### config.mk
export PLATFORM = sky130hd
export DESIGN_NAME = scanline_rle_packer_flat
export DESIGN_NICKNAME = d
export VERILOG_FILES = /design/src/hdl/srp_pkg.sv /design/src/hdl/srp_pix_if.sv /design/src/hdl/srp_code_if.sv /design/src/hdl/scanline_rle_packer.sv /design/src/hdl/srp_lit_mem.sv /design/src/hdl/srp_ctrl.sv /design/src/hdl/srp_packer.sv /design/src/flat_wrapper.sv
export VERILOG_INCLUDE_DIRS = /design/src /design/src/hdl
export SDC_FILE = /design/constraint.sdc
export NUM_CORES = 1
export LEC_CHECK = 0
export ABC_AREA = 1
export BUFFER_PORTS_ARGS = -buffer_cell sky130_fd_sc_hd__buf_4
export CELL_PAD_IN_SITES_DETAIL_PLACEMENT = 0
export CELL_PAD_IN_SITES_GLOBAL_PLACEMENT = 1
export CORE_UTILIZATION = 39
export CTS_CLUSTER_SIZE = 24
export DETAILED_ROUTE_END_ITERATION = 10
export PLACE_DENSITY_LB_ADDON = 0.1
export SLEW_MARGIN = 30
export SYNTH_ARGS = -nofsm -noshare
export SYNTH_HDL_FRONTEND = slang
export SYNTH_SLANG_ARGS = --single-unit
### constraint.sdc
create_clock -name clk -period 12.1 [get_ports clk]
set_input_delay 0.605 -clock clk [delete_from_list [all_inputs] [get_ports clk]]
set_output_delay 0.605 -clock clk [all_outputs]
set_load 0.01 [all_outputs]
### src/hdl/assert_macros.svh
// ----------------------------------------------------------------------------
// assert_macros.svh
// Concurrent assertion helpers shared by the run-length packer modules.
// ----------------------------------------------------------------------------
`ifndef ASSERT_MACROS_SVH
`define ASSERT_MACROS_SVH

`ifndef ASSERT_OFF

// property must hold at every clock edge outside reset
`define SRP_ASSERT(lbl, clk, rst_n, prop) \
	lbl: assert property (@(posedge clk) disable iff (!rst_n) (prop)) \
		else $error("srp assertion failed");

// condition must never be seen at a clock edge outside reset
`define SRP_ASSERT_NEVER(lbl, clk, rst_n, cond) \
	lbl: assert property (@(posedge clk) disable iff (!rst_n) !(cond)) \
		else $error("srp forbidden condition seen");

`else

`define SRP_ASSERT(lbl, clk, rst_n, prop)
`define SRP_ASSERT_NEVER(lbl, clk, rst_n, cond)

`endif

`endif

### src/hdl/srp_pkg.sv
`timescale 1ns / 1ps
// ----------------------------------------------------------------------------
// srp_pkg
// Shared constants and types of the scanline run-length packer.
// ----------------------------------------------------------------------------
package srp_pkg;

	// literal group store
	localparam int LIT_DEPTH = 128;
	localparam int LIT_AW    = $clog2(LIT_DEPTH);

	// repeat codes
	localparam int             MIN_RUN  = 3;
	localparam int             RUN_MAX  = 130;
	localparam logic [7:0]     REP_BASE = 8'h80;
	localparam logic [7:0]     REP_BIAS = REP_BASE - 8'(MIN_RUN);

	// result packing
	localparam int PACK_BYTES = 8;
	localparam int CNT_W      = $clog2(PACK_BYTES + 1);

	typedef logic [7:0] byte_t;

	// controller to packer: one stream byte or an end-of-item mark
	typedef struct packed {
		logic  valid;
		byte_t data;
		logic  done;
	} srp_byte_req_t;

	typedef struct packed {
		logic byte_ready;
		logic done_ready;
	} srp_byte_ack_t;

	// controller to literal store
	typedef struct packed {
		logic              wr_en;
		logic [LIT_AW-1:0] wr_addr;
		byte_t             wr_data;
		logic              rd_en;
		logic [LIT_AW-1:0] rd_addr;
	} srp_mem_req_t;

endpackage

### src/hdl/srp_pix_if.sv
`timescale 1ns / 1ps
// ----------------------------------------------------------------------------
// srp_pix_if
// Pixel pair channel: two 4-bit pixels and the end-of-scanline mark.
// ----------------------------------------------------------------------------
interface srp_pix_if;
	logic       valid;
	logic       ready;
	logic [3:0] first_pixel;
	logic [3:0] second_pixel;
	logic       line_end;

	modport source (output valid, output first_pixel, output second_pixel,
		output line_end, input ready);
	modport sink (input valid, input first_pixel, input second_pixel,
		input line_end, output ready);
endinterface

### src/hdl/srp_code_if.sv
`timescale 1ns / 1ps
// ----------------------------------------------------------------------------
// srp_code_if
// Coded byte channel: up to eight stream bytes per transaction.
// ----------------------------------------------------------------------------
interface srp_code_if;
	logic       valid;
	logic       ready;
	logic [7:0] out_byte0;
	logic [7:0] out_byte1;
	logic [7:0] out_byte2;
	logic [7:0] out_byte3;
	logic [7:0] out_byte4;
	logic [7:0] out_byte5;
	logic [7:0] out_byte6;
	logic [7:0] out_byte7;
	logic [3:0] byte_count;
	logic       last_of_item;

	modport source (output valid, output out_byte0, output out_byte1,
		output out_byte2, output out_byte3, output out_byte4, output out_byte5,
		output out_byte6, output out_byte7, output byte_count,
		output last_of_item, input ready);
	modport sink (input valid, input out_byte0, input out_byte1,
		input out_byte2, input out_byte3, input out_byte4, input out_byte5,
		input out_byte6, input out_byte7, input byte_count,
		input last_of_item, output ready);
endinterface

### src/hdl/scanline_rle_packer.sv
`timescale 1ns / 1ps
// ----------------------------------------------------------------------------
// scanline_rle_packer
// Run-length codes scanlines of 4-bit pixel pairs, up to eight bytes a result.
// ----------------------------------------------------------------------------
// Each accepted pair becomes one byte (first pixel high). An item that only
// extends a run or starts one leaves pixels.ready high, so runs stream at one
// pair a clock. An item that breaks a run of one or two bytes holds it low
// while those bytes join the literal group, and an item that sends codes
// holds it low while the coded bytes go out, longer while the code side
// stalls: the sequencer moves one byte a cycle and the literal store reads
// one entry a cycle while bytes are taken, and a full group holds 128 bytes.
// Results leave through an output register while the next bytes are gathered;
// last_of_item marks the final result of an item.
module scanline_rle_packer (
	input  logic       clk,
	input  logic       arst_n,
	srp_pix_if.sink    pixels,
	srp_code_if.source codes
);

	srp_pkg::srp_mem_req_t  mem_req;
	srp_pkg::byte_t         mem_rd_data;
	srp_pkg::srp_byte_req_t byte_req;
	srp_pkg::srp_byte_ack_t byte_ack;

	srp_ctrl u_ctrl (
		.clk         (clk),
		.arst_n      (arst_n),
		.pixels      (pixels),
		.mem_req     (mem_req),
		.mem_rd_data (mem_rd_data),
		.byte_req    (byte_req),
		.byte_ack    (byte_ack)
	);

	srp_lit_mem u_lit_mem (
		.clk     (clk),
		.req     (mem_req),
		.rd_data (mem_rd_data)
	);

	srp_packer u_packer (
		.clk      (clk),
		.arst_n   (arst_n),
		.byte_req (byte_req),
		.byte_ack (byte_ack),
		.codes    (codes)
	);

endmodule

### src/hdl/srp_lit_mem.sv
`timescale 1ns / 1ps
// ----------------------------------------------------------------------------
// srp_lit_mem
// Literal byte store: one write port, one read port with registered data.
// ----------------------------------------------------------------------------
module srp_lit_mem (
	input  logic                 clk,
	input  srp_pkg::srp_mem_req_t req,
	output srp_pkg::byte_t       rd_data
);

	srp_pkg::byte_t mem_q [srp_pkg::LIT_DEPTH];
	srp_pkg::byte_t rd_data_q;

	always_ff @(posedge clk) begin
		if (req.wr_en) begin
			mem_q[req.wr_addr] <= req.wr_data;
		end
		// read data holds while no read is issued
		if (req.rd_en) begin
			rd_data_q <= mem_q[req.rd_addr];
		end
	end

	assign rd_data = rd_data_q;

endmodule

### src/hdl/srp_ctrl.sv
`timescale 1ns / 1ps
`include "assert_macros.svh"
// ----------------------------------------------------------------------------
// srp_ctrl
// Run tracking and code sequencing: emits one coded byte a cycle, if taken.
// ----------------------------------------------------------------------------
module srp_ctrl (
	input  logic                  clk,
	input  logic                  arst_n,
	srp_pix_if.sink               pixels,
	output srp_pkg::srp_mem_req_t mem_req,
	input  srp_pkg::byte_t        mem_rd_data,
	output srp_pkg::srp_byte_req_t byte_req,
	input  srp_pkg::srp_byte_ack_t byte_ack
);

	localparam logic [3:0] S_IDLE  = 4'd0;
	localparam logic [3:0] S_CLOSE = 4'd1;
	localparam logic [3:0] S_LHDR  = 4'd2;
	localparam logic [3:0] S_LDAT  = 4'd3;
	localparam logic [3:0] S_RHDR  = 4'd4;
	localparam logic [3:0] S_RVAL  = 4'd5;
	localparam logic [3:0] S_LINE  = 4'd6;
	localparam logic [3:0] S_END   = 4'd7;

	logic [3:0]                  state_q;
	logic [3:0]                  lf_ret_q;
	logic [3:0]                  rpt_ret_q;
	logic [7:0]                  lc_q;
	logic [7:0]                  rc_q;
	srp_pkg::byte_t              rv_q;
	srp_pkg::byte_t              rpt_hdr_q;
	logic [srp_pkg::LIT_AW-1:0]  idx_q;
	logic                        le_phase_q;
	srp_pkg::byte_t              b_q;
	logic                        le_q;

	srp_pkg::byte_t pix_byte;
	logic           in_acc;
	logic           hit;
	logic [7:0]     lc_m1;
	logic           lit_last;
	logic           short_add;
	logic           byte_acc;

	always_comb begin
		pix_byte  = {pixels.first_pixel, pixels.second_pixel};
		in_acc    = pixels.valid && (state_q == S_IDLE);
		hit       = (rc_q != 8'd0) && (pix_byte == rv_q);
		lc_m1     = lc_q - 8'd1;
		lit_last  = ({1'b0, idx_q} == lc_m1);
		short_add = (state_q == S_CLOSE) && (rc_q != 8'd0)
			&& (rc_q < 8'(srp_pkg::MIN_RUN));

		byte_req.valid = 1'b0;
		byte_req.data  = 8'd0;
		byte_req.done  = (state_q == S_END);
		case (state_q)
			S_LHDR: begin
				byte_req.valid = (lc_q != 8'd0);
				byte_req.data  = lc_m1;
			end
			S_LDAT: begin
				byte_req.valid = 1'b1;
				byte_req.data  = mem_rd_data;
			end
			S_RHDR: begin
				byte_req.valid = 1'b1;
				byte_req.data  = rpt_hdr_q;
			end
			S_RVAL: begin
				byte_req.valid = 1'b1;
				byte_req.data  = rv_q;
			end
			default: begin
			end
		endcase
		byte_acc = byte_req.valid && byte_ack.byte_ready;

		mem_req.wr_en   = short_add;
		mem_req.wr_addr = lc_q[srp_pkg::LIT_AW-1:0];
		mem_req.wr_data = rv_q;
		// first read goes out with the group header, the rest one per byte taken
		mem_req.rd_en   = byte_acc && ((state_q == S_LHDR)
			|| ((state_q == S_LDAT) && !lit_last));
		mem_req.rd_addr = (state_q == S_LHDR) ? '0 : idx_q + 1'b1;
	end

	assign pixels.ready = (state_q == S_IDLE);

	always_ff @(posedge clk) begin
		if (in_acc) begin
			b_q  <= pix_byte;
			le_q <= pixels.line_end;
		end
	end

	always_ff @(posedge clk or negedge arst_n) begin
		if (!arst_n) begin
			state_q    <= S_IDLE;
			lf_ret_q   <= S_END;
			rpt_ret_q  <= S_LINE;
			lc_q       <= 8'd0;
			rc_q       <= 8'd0;
			rv_q       <= 8'd0;
			rpt_hdr_q  <= 8'd0;
			idx_q      <= '0;
			le_phase_q <= 1'b0;
		end else begin
			case (state_q)
				S_IDLE: begin
					if (in_acc) begin
						le_phase_q <= 1'b0;
						if (hit && (rc_q == 8'(srp_pkg::RUN_MAX - 1))) begin
							// run reached its longest code
							rpt_hdr_q <= 8'(srp_pkg::RUN_MAX) + srp_pkg::REP_BIAS;
							rc_q      <= 8'd0;
							lf_ret_q  <= S_RHDR;
							rpt_ret_q <= S_LINE;
							state_q   <= S_LHDR;
						end else if (hit || (rc_q == 8'd0)) begin
							if (hit) begin
								rc_q <= rc_q + 8'd1;
							end else begin
								rv_q <= pix_byte;
								rc_q <= 8'd1;
							end
							if (pixels.line_end) begin
								le_phase_q <= 1'b1;
								state_q    <= S_CLOSE;
							end
						end else begin
							state_q <= S_CLOSE;
						end
					end
				end
				S_CLOSE: begin
					if (rc_q >= 8'(srp_pkg::MIN_RUN)) begin
						rpt_hdr_q <= rc_q + srp_pkg::REP_BIAS;
						rc_q      <= 8'd0;
						lf_ret_q  <= S_RHDR;
						rpt_ret_q <= S_CLOSE;
						state_q   <= S_LHDR;
					end else if (rc_q != 8'd0) begin
						// short candidate joins the literal bytes
						lc_q <= lc_q + 8'd1;
						rc_q <= rc_q - 8'd1;
						if (lc_q == 8'(srp_pkg::LIT_DEPTH - 1)) begin
							lf_ret_q <= S_CLOSE;
							state_q  <= S_LHDR;
						end
					end else if (!le_phase_q) begin
						rv_q <= b_q;
						rc_q <= 8'd1;
						if (le_q) begin
							le_phase_q <= 1'b1;
						end else begin
							state_q <= S_END;
						end
					end else begin
						lf_ret_q <= S_END;
						state_q  <= S_LHDR;
					end
				end
				S_LHDR: begin
					if (lc_q == 8'd0) begin
						state_q <= lf_ret_q;
					end else if (byte_acc) begin
						idx_q   <= '0;
						state_q <= S_LDAT;
					end
				end
				S_LDAT: begin
					if (byte_acc) begin
						if (lit_last) begin
							lc_q    <= 8'd0;
							state_q <= lf_ret_q;
						end else begin
							idx_q <= idx_q + 1'b1;
						end
					end
				end
				S_RHDR: begin
					if (byte_acc) begin
						state_q <= S_RVAL;
					end
				end
				S_RVAL: begin
					if (byte_acc) begin
						state_q <= rpt_ret_q;
					end
				end
				S_LINE: begin
					if (le_q) begin
						le_phase_q <= 1'b1;
						state_q    <= S_CLOSE;
					end else begin
						state_q <= S_END;
					end
				end
				S_END: begin
					if (byte_ack.done_ready) begin
						state_q <= S_IDLE;
					end
				end
				default: begin
					state_q <= S_IDLE;
				end
			endcase
		end
	end

	`SRP_ASSERT_NEVER(a_lit_count_range, clk, arst_n, lc_q > 8'(srp_pkg::LIT_DEPTH))
	`SRP_ASSERT_NEVER(a_run_below_max, clk, arst_n, rc_q >= 8'(srp_pkg::RUN_MAX))
	`SRP_ASSERT(a_ldat_has_bytes, clk, arst_n, (state_q == S_LDAT) |-> (lc_q != 8'd0))
	`SRP_ASSERT(a_write_leaves_room, clk, arst_n, short_add |=> (lc_q != 8'd0))

endmodule

### src/hdl/srp_packer.sv
`timescale 1ns / 1ps
`include "assert_macros.svh"
// ----------------------------------------------------------------------------
// srp_packer
// Packs up to eight stream bytes a transaction and holds the output register.
// ----------------------------------------------------------------------------
module srp_packer (
	input  logic                   clk,
	input  logic                   arst_n,
	input  srp_pkg::srp_byte_req_t byte_req,
	output srp_pkg::srp_byte_ack_t byte_ack,
	srp_code_if.source             codes
);

	localparam logic [srp_pkg::CNT_W-1:0] FULL = srp_pkg::CNT_W'(srp_pkg::PACK_BYTES);

	srp_pkg::byte_t               acc_q  [srp_pkg::PACK_BYTES];
	srp_pkg::byte_t               obyte_q[srp_pkg::PACK_BYTES];
	logic [srp_pkg::CNT_W-1:0]    cnt_q;
	logic [srp_pkg::CNT_W-1:0]    ocnt_q;
	logic                         olast_q;
	logic                         ov_q;

	logic slot_free;
	logic full;
	logic byte_acc;
	logic done_acc;
	logic push;

	always_comb begin
		slot_free           = !ov_q || codes.ready;
		full                = (cnt_q == FULL);
		// a full word waits for the next byte to learn it is not the last
		byte_ack.byte_ready = !full || slot_free;
		byte_ack.done_ready = (cnt_q == '0) || slot_free;
		byte_acc            = byte_req.valid && byte_ack.byte_ready;
		done_acc            = byte_req.done && byte_ack.done_ready;
		push                = (byte_acc && full) || (done_acc && (cnt_q != '0));
	end

	always_ff @(posedge clk or negedge arst_n) begin
		if (!arst_n) begin
			cnt_q <= '0;
			ov_q  <= 1'b0;
		end else begin
			if (byte_acc) begin
				cnt_q <= full ? srp_pkg::CNT_W'(1) : cnt_q + 1'b1;
			end else if (done_acc) begin
				cnt_q <= '0;
			end
			if (push) begin
				ov_q <= 1'b1;
			end else if (codes.ready) begin
				ov_q <= 1'b0;
			end
		end
	end

	always_ff @(posedge clk) begin
		if (byte_acc) begin
			if (full) begin
				acc_q[0] <= byte_req.data;
			end else begin
				acc_q[cnt_q[srp_pkg::CNT_W-2:0]] <= byte_req.data;
			end
		end
		if (push) begin
			for (int j = 0; j < srp_pkg::PACK_BYTES; j++) begin
				obyte_q[j] <= (srp_pkg::CNT_W'(j) < cnt_q) ? acc_q[j] : 8'd0;
			end
			ocnt_q  <= cnt_q;
			olast_q <= done_acc;
		end
	end

	assign codes.valid        = ov_q;
	assign codes.out_byte0    = obyte_q[0];
	assign codes.out_byte1    = obyte_q[1];
	assign codes.out_byte2    = obyte_q[2];
	assign codes.out_byte3    = obyte_q[3];
	assign codes.out_byte4    = obyte_q[4];
	assign codes.out_byte5    = obyte_q[5];
	assign codes.out_byte6    = obyte_q[6];
	assign codes.out_byte7    = obyte_q[7];
	assign codes.byte_count   = ocnt_q;
	assign codes.last_of_item = olast_q;

	`SRP_ASSERT_NEVER(a_no_overwrite, clk, arst_n, push && ov_q && !codes.ready)
	`SRP_ASSERT(a_count_range, clk, arst_n, ov_q |-> ((ocnt_q != '0) && (ocnt_q <= FULL)))
	`SRP_ASSERT_NEVER(a_byte_or_done, clk, arst_n, byte_req.valid && byte_req.done)
	`SRP_ASSERT(a_done_empties, clk, arst_n, done_acc |=> (cnt_q == '0))

endmodule
### src/flat_wrapper.sv
// flat-port wrapper written by rule: the top's interface ports become plain ports
module scanline_rle_packer_flat 
  (clk, arst_n, pixels_valid, pixels_first_pixel, pixels_second_pixel, pixels_line_end, pixels_ready, codes_valid, codes_out_byte0, codes_out_byte1, codes_out_byte2, codes_out_byte3, codes_out_byte4, codes_out_byte5, codes_out_byte6, codes_out_byte7, codes_byte_count, codes_last_of_item, codes_ready);
  srp_pix_if pixels_i ();
  srp_code_if codes_i ();
  input  logic clk;
  input  logic arst_n;
  input wire logic [$bits(pixels_i.valid)-1:0] pixels_valid;
  input wire logic [$bits(pixels_i.first_pixel)-1:0] pixels_first_pixel;
  input wire logic [$bits(pixels_i.second_pixel)-1:0] pixels_second_pixel;
  input wire logic [$bits(pixels_i.line_end)-1:0] pixels_line_end;
  output wire logic [$bits(pixels_i.ready)-1:0] pixels_ready;
  output wire logic [$bits(codes_i.valid)-1:0] codes_valid;
  output wire logic [$bits(codes_i.out_byte0)-1:0] codes_out_byte0;
  output wire logic [$bits(codes_i.out_byte1)-1:0] codes_out_byte1;
  output wire logic [$bits(codes_i.out_byte2)-1:0] codes_out_byte2;
  output wire logic [$bits(codes_i.out_byte3)-1:0] codes_out_byte3;
  output wire logic [$bits(codes_i.out_byte4)-1:0] codes_out_byte4;
  output wire logic [$bits(codes_i.out_byte5)-1:0] codes_out_byte5;
  output wire logic [$bits(codes_i.out_byte6)-1:0] codes_out_byte6;
  output wire logic [$bits(codes_i.out_byte7)-1:0] codes_out_byte7;
  output wire logic [$bits(codes_i.byte_count)-1:0] codes_byte_count;
  output wire logic [$bits(codes_i.last_of_item)-1:0] codes_last_of_item;
  input wire logic [$bits(codes_i.ready)-1:0] codes_ready;
  assign pixels_i.valid = pixels_valid;
  assign pixels_i.first_pixel = pixels_first_pixel;
  assign pixels_i.second_pixel = pixels_second_pixel;
  assign pixels_i.line_end = pixels_line_end;
  assign pixels_ready = pixels_i.ready;
  assign codes_valid = codes_i.valid;
  assign codes_out_byte0 = codes_i.out_byte0;
  assign codes_out_byte1 = codes_i.out_byte1;
  assign codes_out_byte2 = codes_i.out_byte2;
  assign codes_out_byte3 = codes_i.out_byte3;
  assign codes_out_byte4 = codes_i.out_byte4;
  assign codes_out_byte5 = codes_i.out_byte5;
  assign codes_out_byte6 = codes_i.out_byte6;
  assign codes_out_byte7 = codes_i.out_byte7;
  assign codes_byte_count = codes_i.byte_count;
  assign codes_last_of_item = codes_i.last_of_item;
  assign codes_i.ready = codes_ready;
  scanline_rle_packer u_core (.clk(clk), .arst_n(arst_n), .pixels(pixels_i), .codes(codes_i));
endmodule
==> impl_results.md <==
- Hold Path End: u_core.u_ctrl.b_q[6]
- Clock sinks: 1,227
- P per Cell Area: 238 nW/um^2
- Nets: 4,944
- CTS tree: built
- Setup Viol. Count Final: 0
- Root Driver: clkbuf_16
- Total core area: 136,000 um^2
- Max H-tree Level: 4
- Num CTS Buffers: 140
- Net switching power: 5.58 mW
- I/O pins: 84
- Rows: 135
- Setup total negative slack: 0 ns
- Post-synth cell types: 44
- Final Wtd Congestion: 0.832
- Cell Int Power: 8.80 mW
- R2R Setup Slk: 7.07 ns
- Hold path start: pixels_first_pixel[2]
- Worst-path maximum fanout: 131
- Sw Share: 38.8%
- Horiz. Die Dim: 373 um
- Layout area overhead: 12.6%
- Util after Layout: 44.4%
- Aggregate global-route resource usage: 23.2%
- Mapped Nets: 4,931
- Critical path required time: 12.62 ns
- Comb pwr share: 34.1%
- Fmax: 199 MHz
- Grt total ovfl: 0
- Largest net degree at the start of global routing: 168
- RR Startpoint: u_core.u_ctrl.state_q[2]
- Dpl hpwl: 91.9 mm
- Ys Warns: 0
- P_leak: 23.4 nW
- Starting Density: 39.4%
- First-iteration detailed-routing DRC count: 3,011
- Avg WL per Cell: 23.9 um
- Max-cap violations: 0
- 1st-pass router iterations: 5
- First-pass GRT wire length: 239 mm
- Worst-path clk slew: 0.06 ns
- R2R cell count: 15
- Tightest Pin Transition: 1.04 ns
- Pwr Total: 14.4 mW
- Primary FF master, synth: edfxtp_1
- WS Path Type: flop to flop
- Worst Setup SP: u_core.u_ctrl.state_q[2]
- Antenna Nets Post-Route: 0
- Sequential share of power: 37.5%
- RSZ-0062 raised after global routing: no
- Synthesized flop and latch total: 1,227
- Post-Synthesis Cells: 4,908
- Critical Path Start Type: flop
- Period utilization: 41.5%
- Worst hold slack: 0.0623 ns
- Post-CTS Resized: 0
- Clock Tree Buf Depth: 3
- Syn Area/Cell: 10.9 um^2
- Max Slew Vio Count: 0
- Skew-Pair Late Insertion Delay: 0.77 ns
- DRT Wirelength: 163 mm
- Outcome: complete, no violations
- Clock share of power: 28.4%
- Worst slew margin: 30.3%
- Count of final hold-check violations: 0
- Tmin final: 5.03 ns
- Async set-reset flop share out of synthesis: 4.32%
- Skew final: 0.0318 ns
- Hold Crit Class: input pin to flop
- Die ar.: 139,000 um^2
- DR vias/cell: 5.21
- Port buffer count: 83
- Ratio of cells with drive above 1 in the final layout: 8.87%
- Drt drc: 0
- Number of global-route vias before repair: 34.0k
- EDFF count, synth: 1,174
- Crit path DAT: 5.55 ns
- Mapped Area: 53,600 um^2
- Die height: 373 um
- Antenna violations before repair: 2
- Detailed-route via count: 35.5k
- CP endpoint kind: flop
- Seq/Total Area, Yosys: 68.3%
- Max rail drop VDD: 0.000246 V
- R2R Path End: u_core.u_lit_mem.rd_data[2]
- WHS Path Cells: 1
-- how the worst max path moves through the flow --
stage          slack (ns)  cells past startpoint                             endpoint
2_1_floorplan        6.88                      9  u_core.u_packer.codes.byte_count[0]
3_5_place_dp         6.98                     15          u_core.u_lit_mem.rd_data[2]
3_3_place_gp         6.97                     13          u_core.u_lit_mem.rd_data[4]
6_report             7.07                     15          u_core.u_lit_mem.rd_data[2]
5_1_grt              6.72                     15          u_core.u_lit_mem.rd_data[2]
4_1_cts              6.98                     15          u_core.u_lit_mem.rd_data[2]
-- critical path, stage by stage (launching register included) --
cell     delay (ns)
dfrtp_1        0.44
inv_2          0.15
nand3_4        0.38
buf_12         0.43
nand2_8        0.51
buf_4          0.70
buf_4          0.73
nor2_1         0.08
nand2_1        0.10
nand3_1        0.09
nand3_1        0.17
nand3_1        0.32
nand3_1        0.32
nand2_1        0.09
nand2_1        0.06
nand2_1        0.05
-- metal layers --
layer / up-vias / track usage [%] / wire, um
li1: 16700 / - / -
met1: 17600 / 32.8 / 74100
met2: 974 / 37.1 / 76200
met3: 208 / 3.58 / 8610
met4: 2 / 6.45 / 3710
met5: - / 0 / 13
-- logic make-up (layout without fill, tap and decap cells) --
group | after synthesis | count (layout) | share of synthesized area, %
buf+inv | 864 | 984 | 6.34
fa+ha+maj | 10 | 10 | 0.233
simple gates | 2604 | 2604 | 22.9
compound gates | 176 | 176 | 1.87
xor+xnor | 27 | 27 | 0.441
other cells | 0 | 2 | 0
flops | 1227 | 1227 | 68.3
-- power groups by stage --
stage | Sequential, mW | Combinational [mW] | Clock [mW]
2_1_floorplan | 5.47 | 3.12 | 0
3_3_place_gp | 5.50 | 4.91 | 0
3_5_place_dp | 5.50 | 4.93 | 0
4_1_cts | 5.41 | 4.94 | 4.15
5_1_grt | 5.42 | 5.42 | 4.31
6_report | 5.40 | 4.90 | 4.09
-- cell usage after synthesis, types with 4 or more instances --
| cell | count | area, um^2 |
|---|---|---|
| nand4_1 | 14 | 87.6 |
| clkbuf_1 | 120 | 450 |
| o22ai_1 | 4 | 25.0 |
| nand3_1 | 914 | 4570 |
| nor3_1 | 6 | 30.0 |
| a21oi_1 | 36 | 180 |
| a31oi_1 | 6 | 37.5 |
| o21ai_0 | 103 | 515 |
| nand3b_1 | 287 | 2150 |
| xor2_1 | 27 | 236 |
| nand2_2 | 6 | 37.5 |
| nand2_1 | 719 | 2700 |
| buf_2 | 116 | 581 |
| buf_1 | 36 | 135 |
| nor2_1 | 602 | 2260 |
| dfrtp_1 | 49 | 1230 |
| ha_1 | 10 | 125 |
| or2_2 | 43 | 269 |
| inv_1 | 577 | 2170 |
| inv_2 | 10 | 37.5 |
| o2111ai_1 | 6 | 52.6 |
| a22oi_1 | 10 | 75.1 |
| dfstp_2 | 4 | 105 |
| edfxtp_1 | 1174 | 35300 |
-- what timing repair did --
item	CTS	global route
hold endpoints to repair	49	0
setup buffers	0	0
hold buffers	1	0
-- metrics by stage --
step / cells / worst slack (ns) / instance area, um^2
2_1_floorplan: 4908 / 6.88 / 53600
3_3_place_gp: 6557 / 6.97 / 55900
3_5_place_dp: 6558 / 6.98 / 56000
4_1_cts: 6808 / 6.98 / 60300
5_1_grt: 6809 / 6.72 / 60300
6_report: 6811 / 7.07 / 60300
-- sequential cells by signal (all words and copies together) (netlist names) --
name / cells
u_core.u_lit_mem.mem_q: 1024
u_core.u_packer.acc_q: 64
u_core.u_packer.obyte_q: 64
u_core.u_ctrl.b_q: 8
u_core.u_ctrl.lc_q: 8
u_core.u_ctrl.rc_q: 8
u_core.u_ctrl.rpt_hdr_q: 8
u_core.u_ctrl.rv_q: 8
u_core.u_lit_mem.rd_data: 8
u_core.u_ctrl.idx_q: 7
u_core.u_packer.cnt_q: 4
u_core.u_packer.codes.byte_count: 4
u_core.u_ctrl.lf_ret_q: 3
u_core.u_ctrl.state_q: 3
u_core.u_ctrl.rpt_ret_q: 2
u_core.u_ctrl.le_phase_q: 1
u_core.u_ctrl.le_q: 1
u_core.u_packer.codes.last_of_item: 1
u_core.u_packer.codes.valid: 1
-- cells in the final DEF, fill, tap and decap left out, types with 38 or more instances in the layout --
cell       Yosys  final
or2_2         43     43
buf_4          2    136
nor2_1       602    577
dfrtp_1       49     41
o21ai_0      103    103
nand2_1      719    717
clkinv_1       3     38
inv_1        577    576
nand3b_1     287    287
clkbuf_16      0    146
nand3_1      914    912
edfxtp_1    1174   1174
-- final cells by class --
class / count / area (um^2)
antenna: 2 / 5.00
clock buffer: 178 / 3770
clock inverter: 71 / 546
fill: 12700 / 75600
inverter: 590 / 2220
multi-input combinational: 2817 / 13800
sequential: 1227 / 36600
tap: 1781 / 2230
timing repair buffer: 145 / 1170
Power figures use the tool's default switching activity.
